**config.mk**
```make
export PLATFORM = sky130hd
export DESIGN_NAME = ramr_div
export DESIGN_NICKNAME = d
export VERILOG_FILES = /design/src/rtl/core/ramr_pkg.sv /design/src/rtl/core/ramr_div.sv
export SDC_FILE = /design/constraint.sdc
export NUM_CORES = 1
export LEC_CHECK = 0
export BUFFER_PORTS_ARGS = -buffer_cell sky130_fd_sc_hd__clkbuf_2
export CAP_MARGIN = 15
export CORE_MARGIN = 4
export CORE_UTILIZATION = 30
export DETAILED_ROUTE_END_ITERATION = 8
export PLACE_DENSITY = 0.47
export SYNTH_ARGS = -nofsm -noshare
export SYNTH_HDL_FRONTEND = slang
export SYNTH_SLANG_ARGS = --single-unit
export TNS_END_PERCENT = 10
```
**constraint.sdc**
```tcl
create_clock -name clk -period 3.1 [get_ports clk]
set_input_delay 0.62 -clock clk [delete_from_list [all_inputs] [get_ports clk]]
set_output_delay 0.62 -clock clk [all_outputs]
set_load 0.02 [all_outputs]
```
**src/rtl/core/ramr_pkg.sv**
```systemverilog
// Package for the rational add/multiply/reduce core.
// Widths and shared types; no dependencies.
`timescale 1ns / 1ps
package ramr_pkg;
  localparam int OPERAND_WIDTH = 16;
  localparam int PROD_W = 2 * OPERAND_WIDTH;
  localparam int MAG_W = PROD_W + 1;
  localparam int CNT_W = $clog2(MAG_W + 1);
  localparam int NUM_W = 33;
  localparam int DEN_W = 32;

  typedef logic [MAG_W-1:0] mag_t;

  typedef struct packed {
    logic start;
    mag_t dividend;
    mag_t divisor;
  } div_req_t;

  typedef struct packed {
    logic done;
    mag_t quot;
    mag_t rem;
  } div_rsp_t;
endpackage

```
**src/rtl/core/ramr_div.sv**
```systemverilog
// Restoring bit-serial unsigned divider, one quotient bit per cycle.
// Depends on ramr_pkg.
`timescale 1ns / 1ps
module ramr_div (
  input  logic              clk,
  input  logic              rst_n,
  input  ramr_pkg::div_req_t req,
  output ramr_pkg::div_rsp_t rsp
);
  import ramr_pkg::*;

  mag_t q_r, q_nxt, r_r, r_nxt, d_r;
  logic [CNT_W-1:0] cnt_r, cnt_nxt;
  logic busy_r, busy_nxt, done_r, done_nxt;
  logic [MAG_W:0] trial;

  always_comb begin
    q_nxt = q_r;
    r_nxt = r_r;
    cnt_nxt = cnt_r;
    busy_nxt = busy_r;
    done_nxt = 1'b0;
    trial = {r_r, q_r[MAG_W-1]} - {1'b0, d_r};
    if (req.start) begin
      q_nxt = req.dividend;
      r_nxt = '0;
      cnt_nxt = CNT_W'(MAG_W);
      busy_nxt = 1'b1;
    end else if (busy_r) begin
      if (!trial[MAG_W]) r_nxt = trial[MAG_W-1:0];
      else r_nxt = {r_r[MAG_W-2:0], q_r[MAG_W-1]};
      q_nxt = {q_r[MAG_W-2:0], ~trial[MAG_W]};
      cnt_nxt = cnt_r - 1'b1;
      if (cnt_r == CNT_W'(1)) begin
        busy_nxt = 1'b0;
        done_nxt = 1'b1;
      end
    end
  end

  always_ff @(posedge clk) begin
    if (!rst_n) begin
      busy_r <= 1'b0;
      done_r <= 1'b0;
      cnt_r <= '0;
    end else begin
      busy_r <= busy_nxt;
      done_r <= done_nxt;
      cnt_r <= cnt_nxt;
    end
    q_r <= q_nxt;
    r_r <= r_nxt;
    if (req.start) d_r <= req.divisor;
  end

  assign rsp.done = done_r;
  assign rsp.quot = q_r;
  assign rsp.rem = r_r;

  assert property (@(posedge clk) disable iff (!rst_n) done_r |-> !busy_r)
    else $error("divider done while busy");
  assert property (@(posedge clk) disable iff (!rst_n) req.start |=> busy_r)
    else $error("divider failed to start");
  assert property (@(posedge clk) disable iff (!rst_n)
    busy_r && cnt_r == CNT_W'(1) |=> done_r)
    else $error("divider missed done");
endmodule

```
==> results.sh, run 1 <==
export IMPL_reg2reg_slack_ns=0.10
export IMPL_die_h_um=153
export IMPL_dp_hpwl_um=12500
export IMPL_via_per_inst=4.78
export IMPL_final_antenna_net_count=0
export IMPL_rr_endpoint="r_r[23]$_SDFFE_PP0P_"
export IMPL_die_w_um=153
export IMPL_finalNetCount=897
export IMPL_numCtsBuffers=9
export IMPL_holdPathEnd="d_r[11]$_DFFE_PP_"
export IMPL_grt_overflow_total=0
export IMPL_grt_pass1_wl_um=27200
export IMPL_hold_start="req[11]"
export IMPL_initial_core_util_pct=30.8
export IMPL_timing_slew_headroom_pct=58.3
export IMPL_antenna_found_initial=0
export IMPL_drc=0
export IMPL_final_cell_mix="134 x clkbuf_2, 74 x nand2_1, 66 x edfxtp_1"
export IMPL_path_max_fanout=6
export IMPL_seq_area_frac_synth_pct=44.6
export IMPL_synthFlopType="edfxtp_1"
export IMPL_place_ws_ns=-0.0165
export IMPL_mostFrequentLayoutCell="clkbuf_2"
export IMPL_fill_cells=2051
export IMPL_syn_avg_cell_area_um2=10.2
export IMPL_worst_path_stages=12
export IMPL_syn_area_mm2=0.00629
export IMPL_area_growth_pct=28.5
export IMPL_hold_violations=0
export IMPL_gp_routability_congestion=0.864
export IMPL_setup_slack_ns=0.102
export IMPL_crit_chain="inv_1 -> ha_1 -> a21oi_1 -> o21ai_2 -> or3b_4 -> o31a_4 -> a21oi_4 -> o41a_4 -> xor2_4 -> clkbuf_4 -> nand2_2 -> a311oi_2"
export IMPL_synth_seq_cells=107
export IMPL_p_leak_nw=3.41
export IMPL_drt_total_wl_um=16200
export IMPL_power_w=0.00447
export IMPL_whs_ns=0.436
export IMPL_slowest_stage="or3b_4"
export IMPL_grt_pass1_vias=5392
export IMPL_insertion_delay_ns=0.35
export IMPL_worst_path_buf_inv=2
export IMPL_max_freq_mhz=334
export IMPL_antenna_cells=0
export IMPL_coreArea_mm2=0.0204
export IMPL_drive_gt1_share_pct=37.6
export IMPL_yosys_warnings=0
export IMPL_start_kind="flop"
export IMPL_cts_root_buf="clkbuf_16"
export IMPL_cp_end_kind="flop"
export IMPL_grt_max_degree=44
export IMPL_clkSinkCount=107
export IMPL_async_reset_ff_share_pct=0
export IMPL_rr_worst_depth=12
export IMPL_ios=136
export IMPL_fin_skew_ns=0.00699
export IMPL_drtIter0Drc=200
export IMPL_ir_drop_v=0.000289
export IMPL_first_pass_iters=4
export IMPL_drv_cap=0
export IMPL_worst_path_dominant_cell_family="compound AO/OA/AOI/OAI gates"
export IMPL_final_area_mm2=0.00808
export IMPL_syn_nets=721
export IMPL_cp_data_arrival_time_ns=3.26
export IMPL_rr_startpoint="d_r[14]$_DFFE_PP_"
export IMPL_hp_class="in2reg"
export IMPL_setup_viol_count_final=0
export IMPL_synth_cells=616
export IMPL_wl_per_cell_um=15.2
export IMPL_powerDensity_mw_per_mm2=554
export IMPL_cp_required_ns=3.36
export IMPL_vias=5100
export IMPL_htreeDepth=3
export IMPL_slew_violations=0
export IMPL_clockBufferDepth=2
export IMPL_tightestPinTransition_ns=0.625
export IMPL_synthDistinctLibCells=68
export IMPL_clk_pin_slew_ns=0.07
export IMPL_min_delay_path_depth=1
export IMPL_track_usage_pct=14.1
export IMPL_rows=52
export IMPL_port_buffers=135
export IMPL_placed_cell_area_mm2=0.00759
export IMPL_die_area_mm2=0.0233
export IMPL_outcome="finished, final reports clean"
export IMPL_fin_crit_sh_pct=96.7
export IMPL_cts_tree="yes"
export IMPL_finalCriticalPeriod_ns=3.00
export IMPL_ctsHoldBuffers=0
export IMPL_critPathKind="reg2reg"
export IMPL_critPathMaxStageDelay_ns=0.38
export IMPL_synth_edf_count=66
how the worst max path moves through the flow:
stage | from | end
after detailed placement | q_r[32]$_DFFE_PP_ | r_r[1]$_SDFFE_PP0P_
final | d_r[14]$_DFFE_PP_ | r_r[23]$_SDFFE_PP0P_
after global routing | d_r[16]$_DFFE_PP_ | r_r[23]$_SDFFE_PP0P_
after global placement | d_r[1]$_DFFE_PP_ | r_r[1]$_SDFFE_PP0P_
after CTS | d_r[16]$_DFFE_PP_ | r_r[15]$_SDFFE_PP0P_
after floorplan | r_r[17]$_SDFFE_PP0P_ | r_r[11]$_SDFFE_PP0P_
per-layer routing:
layer / GRT usage, % / wire, um / part of all wire (%) / vias to the layer above
li1: - / - / - / 2556
met3: 3.10 / 774 / 4.8 / 20
met4: 4.12 / 298 / 1.8 / 0
met1: 18.4 / 7650 / 47 / 2382
met5: 0 / 0 / 0 / -
met2: 23.5 / 7500 / 46 / 142
cell families (layout without fill, tap and decap cells):
| kind of cell | Yosys count | in the layout | share of synthesized area [%] |
|---|---|---|---|
| and+or+nand+nor | 192 | 192 | 13.8 |
| AOI/OAI and AO/OA | 134 | 134 | 17.0 |
| DFF | 107 | 107 | 44.6 |
| buffers and inverters | 75 | 256 | 5.59 |
| adders and majority gates | 36 | 36 | 7.28 |
| xor gates and xnor gates | 36 | 36 | 5.43 |
| muxes | 36 | 36 | 6.37 |
area by class of cell:
type | instances | area [um^2] | share of cell area, %
Tap cell | 270 | 338 | 4.18
Clock buffer | 14 | 264 | 3.27
Sequential cell | 107 | 2800 | 34.7
Timing Repair Buffer | 194 | 1170 | 14.5
Clock inverter | 2 | 60.1 | 0.744
Inverter | 46 | 173 | 2.14
Multi-Input combinational cell | 434 | 3260 | 40.4
Yosys cell counts (5+ instances only):
library cell / n / area share (%)
nand2_1: 74 / 4.4
edfxtp_1: 66 / 32
nor2_1: 58 / 3.5
inv_1: 46 / 2.7
dfxtp_1: 41 / 13
a21oi_1: 37 / 2.9
ha_1: 35 / 7.0
mux2_2: 32 / 5.7
xnor2_1: 23 / 3.2
o21ai_0: 22 / 1.8
a311oi_2: 18 / 4.3
xor2_1: 11 / 1.5
nor3_1: 10 / 0.80
clkbuf_1: 9 / 0.54
nand2_2: 9 / 0.90
nand3_1: 8 / 0.64
buf_1: 7 / 0.42
nor2b_1: 7 / 0.70
a21o_1: 6 / 0.72
nand2b_1: 6 / 0.60
nand4_1: 5 / 0.50
power breakdown:
group | internal, W | leakage, nW | switching (W)
registers | 0.00166 | 0.992 | 0.0000884
logic | 0.000635 | 2.26 | 0.000820
clock network | 0.000754 | 0.157 | 0.000514
stage by stage:
step | setup TNS (ns) | utilization, % | cells
after floorplan | 0 | - | 616
after global placement | 0 | 37.1 | 1047
after detailed placement | -0.0294 | 37.1 | 1047
after CTS | 0 | 38.8 | 1063
after global routing | -0.0263 | 39.5 | 1067
final | 0 | 39.5 | 1067
timing repair:
action	4_1_cts	5_1_grt
setup endpoints to repair	10	32
gates resized for setup	2	23
pin swaps	0	8
gates cloned	0	1
setup buffers	0	3
sequential cells by signal, indices dropped and copies added (netlist names):
signal,flops
q_r,33
d_r,33
r_r,33
done_r,1
busy_r,1
cnt_r,6
Note: power is estimated with default switching activity, not from simulation.
==> run 2: changes to the inputs <==
--- a/config.mk
+++ b/config.mk
@@ -10,7 +10,6 @@
 export CORE_MARGIN = 4
 export CORE_UTILIZATION = 30
 export DETAILED_ROUTE_END_ITERATION = 8
-export PLACE_DENSITY = 0.47
 export SYNTH_ARGS = -nofsm -noshare
 export SYNTH_HDL_FRONTEND = slang
 export SYNTH_SLANG_ARGS = --single-unit
==> results.sh, run 2 (synthesis gave the netlist of run 1 again) <==
export IMPL_cts_tree="yes"
export IMPL_finalNetCount=888
export IMPL_die_w_um=153
export IMPL_cts_root_buf="clkbuf_16"
export IMPL_grt_pass1_vias=5204
export IMPL_gp_routability_congestion=0.828
export IMPL_htreeDepth=3
export IMPL_rsz0062_at_grt="true"
export IMPL_cp_end_kind="flop"
export IMPL_cp_data_arrival_time_ns=3.29
export IMPL_port_buffers=135
export IMPL_area_growth_pct=27.4
export IMPL_final_cell_mix="134 x clkbuf_2, 72 x nand2_1, 66 x edfxtp_1"
export IMPL_tightestPinTransition_ns=0.553
export IMPL_ios=136
export IMPL_top_regs="d_r: 33 flops, q_r: 33 flops, r_r: 33 flops"
export IMPL_clkSinkCount=107
export IMPL_critPathMaxStageDelay_ns=0.50
export IMPL_die_area_mm2=0.0233
export IMPL_register_area_mm2=0.00280
export IMPL_antenna_found_initial=0
export IMPL_coreArea_mm2=0.0204
export IMPL_wl_per_cell_um=15.2
export IMPL_grt_overflow_total=0
export IMPL_drt_total_wl_um=16100
export IMPL_via_per_inst=4.77
export IMPL_crit_chain="inv_2 -> ha_4 -> and2_4 -> o211ai_4 -> a211oi_4 -> o31a_4 -> a21oi_4 -> o41a_4 -> buf_6 -> xnor2_4 -> buf_12 -> buf_16 -> nand2_1 -> a311oi_2"
export IMPL_final_antenna_net_count=0
export IMPL_powerDensity_mw_per_mm2=539
export IMPL_power_w=0.00432
export IMPL_antenna_cells=0
export IMPL_timing_slew_headroom_pct=63.1
export IMPL_vias=5046
export IMPL_die_h_um=153
export IMPL_whs_ns=0.433
export IMPL_rows=52
export IMPL_hp_class="in2reg"
export IMPL_cp_required_ns=3.38
export IMPL_p_leak_nw=3.35
export IMPL_clockBufferDepth=2
export IMPL_fin_setup_tns_ns=0
export IMPL_hold_violations=0
export IMPL_ctsHoldBuffers=0
export IMPL_insertion_delay_ns=0.36
export IMPL_first_pass_iters=4
export IMPL_grt_pass1_wl_um=26200
export IMPL_drv_cap=0
export IMPL_drive_gt1_share_pct=37.8
export IMPL_drtIter0Drc=248
export IMPL_max_freq_mhz=332
export IMPL_finalCriticalPeriod_ns=3.01
export IMPL_fin_skew_ns=0.0113
export IMPL_placed_cell_area_mm2=0.00750
export IMPL_critPathKind="reg2reg"
export IMPL_ir_drop_v=0.000254
export IMPL_clk_pin_slew_ns=0.08
export IMPL_slew_violations=0
export IMPL_drc=0
export IMPL_numCtsBuffers=9
export IMPL_outcome="finished, final reports clean"
export IMPL_final_area_mm2=0.00801
export IMPL_mostFrequentLayoutCell="clkbuf_2"
export IMPL_grt_max_degree=39
export IMPL_slowest_stage="o41a_4"
export IMPL_fin_crit_sh_pct=97.1
export IMPL_dp_hpwl_um=12100
export IMPL_setup_viol_count_final=0
export IMPL_track_usage_pct=13.6
export IMPL_initial_core_util_pct=30.8
export IMPL_start_kind="flop"
export IMPL_path_max_fanout=10
export IMPL_multi_input_area_mm2=0.00331
export IMPL_fill_cells=2078
-- run 2: metal layers --
| layer | up-vias | wire (um) | GRT usage, % |
|---|---|---|---|
| met1 | 2396 | 7240 | 17.1 |
| met3 | 10 | 759 | 3.41 |
| met5 | - | 0 | 0 |
| li1 | 2534 | - | - |
| met4 | 0 | 146 | 2.72 |
| met2 | 106 | 7940 | 23.9 |
-- run 2: area by class of cell --
class | instances | area share (%)
multi-input combinational | 434 | 41.3
sequential | 107 | 35.0
timing repair buffer | 185 | 13.9
tap | 270 | 4.22
clock buffer | 10 | 2.86
inverter | 46 | 2.16
clock inverter | 6 | 0.609
-- run 2: path summary, 6_finish.rpt --
kind         depth (start not counted)                     to  slack, ns             startpoint
min reg2reg                          2  cnt_r[1]$_SDFFE_PP0P_       0.50  cnt_r[1]$_SDFFE_PP0P_
max reg2reg                         14   r_r[15]$_SDFFE_PP0P_       0.09       d_r[4]$_DFFE_PP_
min                                  1       d_r[9]$_DFFE_PP_       0.43                 req[9]
max                                 14   r_r[15]$_SDFFE_PP0P_       0.09       d_r[4]$_DFFE_PP_
-- run 2: critical path, delay by kind of cell, from the launching register on --
kind / cells / cell delay, ns
XOR/XNOR: 1 / 0.21
buffers and inverters: 4 / 0.49
AND/OR/NAND/NOR: 2 / 0.24
AO/OA/AOI/OAI: 6 / 1.38
flip-flops: 1 / 0.36
adder cells (fa/ha/maj): 1 / 0.26
-- run 2: per-stage QoR --
step / util [%] / worst slack (ns) / std cells
6_report: 39.2 / 0.0899 / 1058
3_3_place_gp: 36.7 / 0.00653 / 1037
2_1_floorplan: - / 0.0683 / 616
4_1_cts: 38.5 / 0.00724 / 1057
5_1_grt: 39.2 / -0.0235 / 1058
3_5_place_dp: 36.7 / -0.0508 / 1037
-- run 2: repair_timing --
action	4_1_cts	5_1_grt
cloned	1	0
gates resized for setup	7	31
setup endpoints to repair	25	34
setup buffers	3	3
pin swaps	6	16
-- run 2: where the power goes --
part           switching [W]  internal [W]  total, W  leakage, nW
registers          0.0000983       0.00166   0.00176        0.992
logic               0.000814      0.000627   0.00144         2.23
clock network       0.000559      0.000557   0.00112        0.133
total                0.00147       0.00284   0.00432         3.35
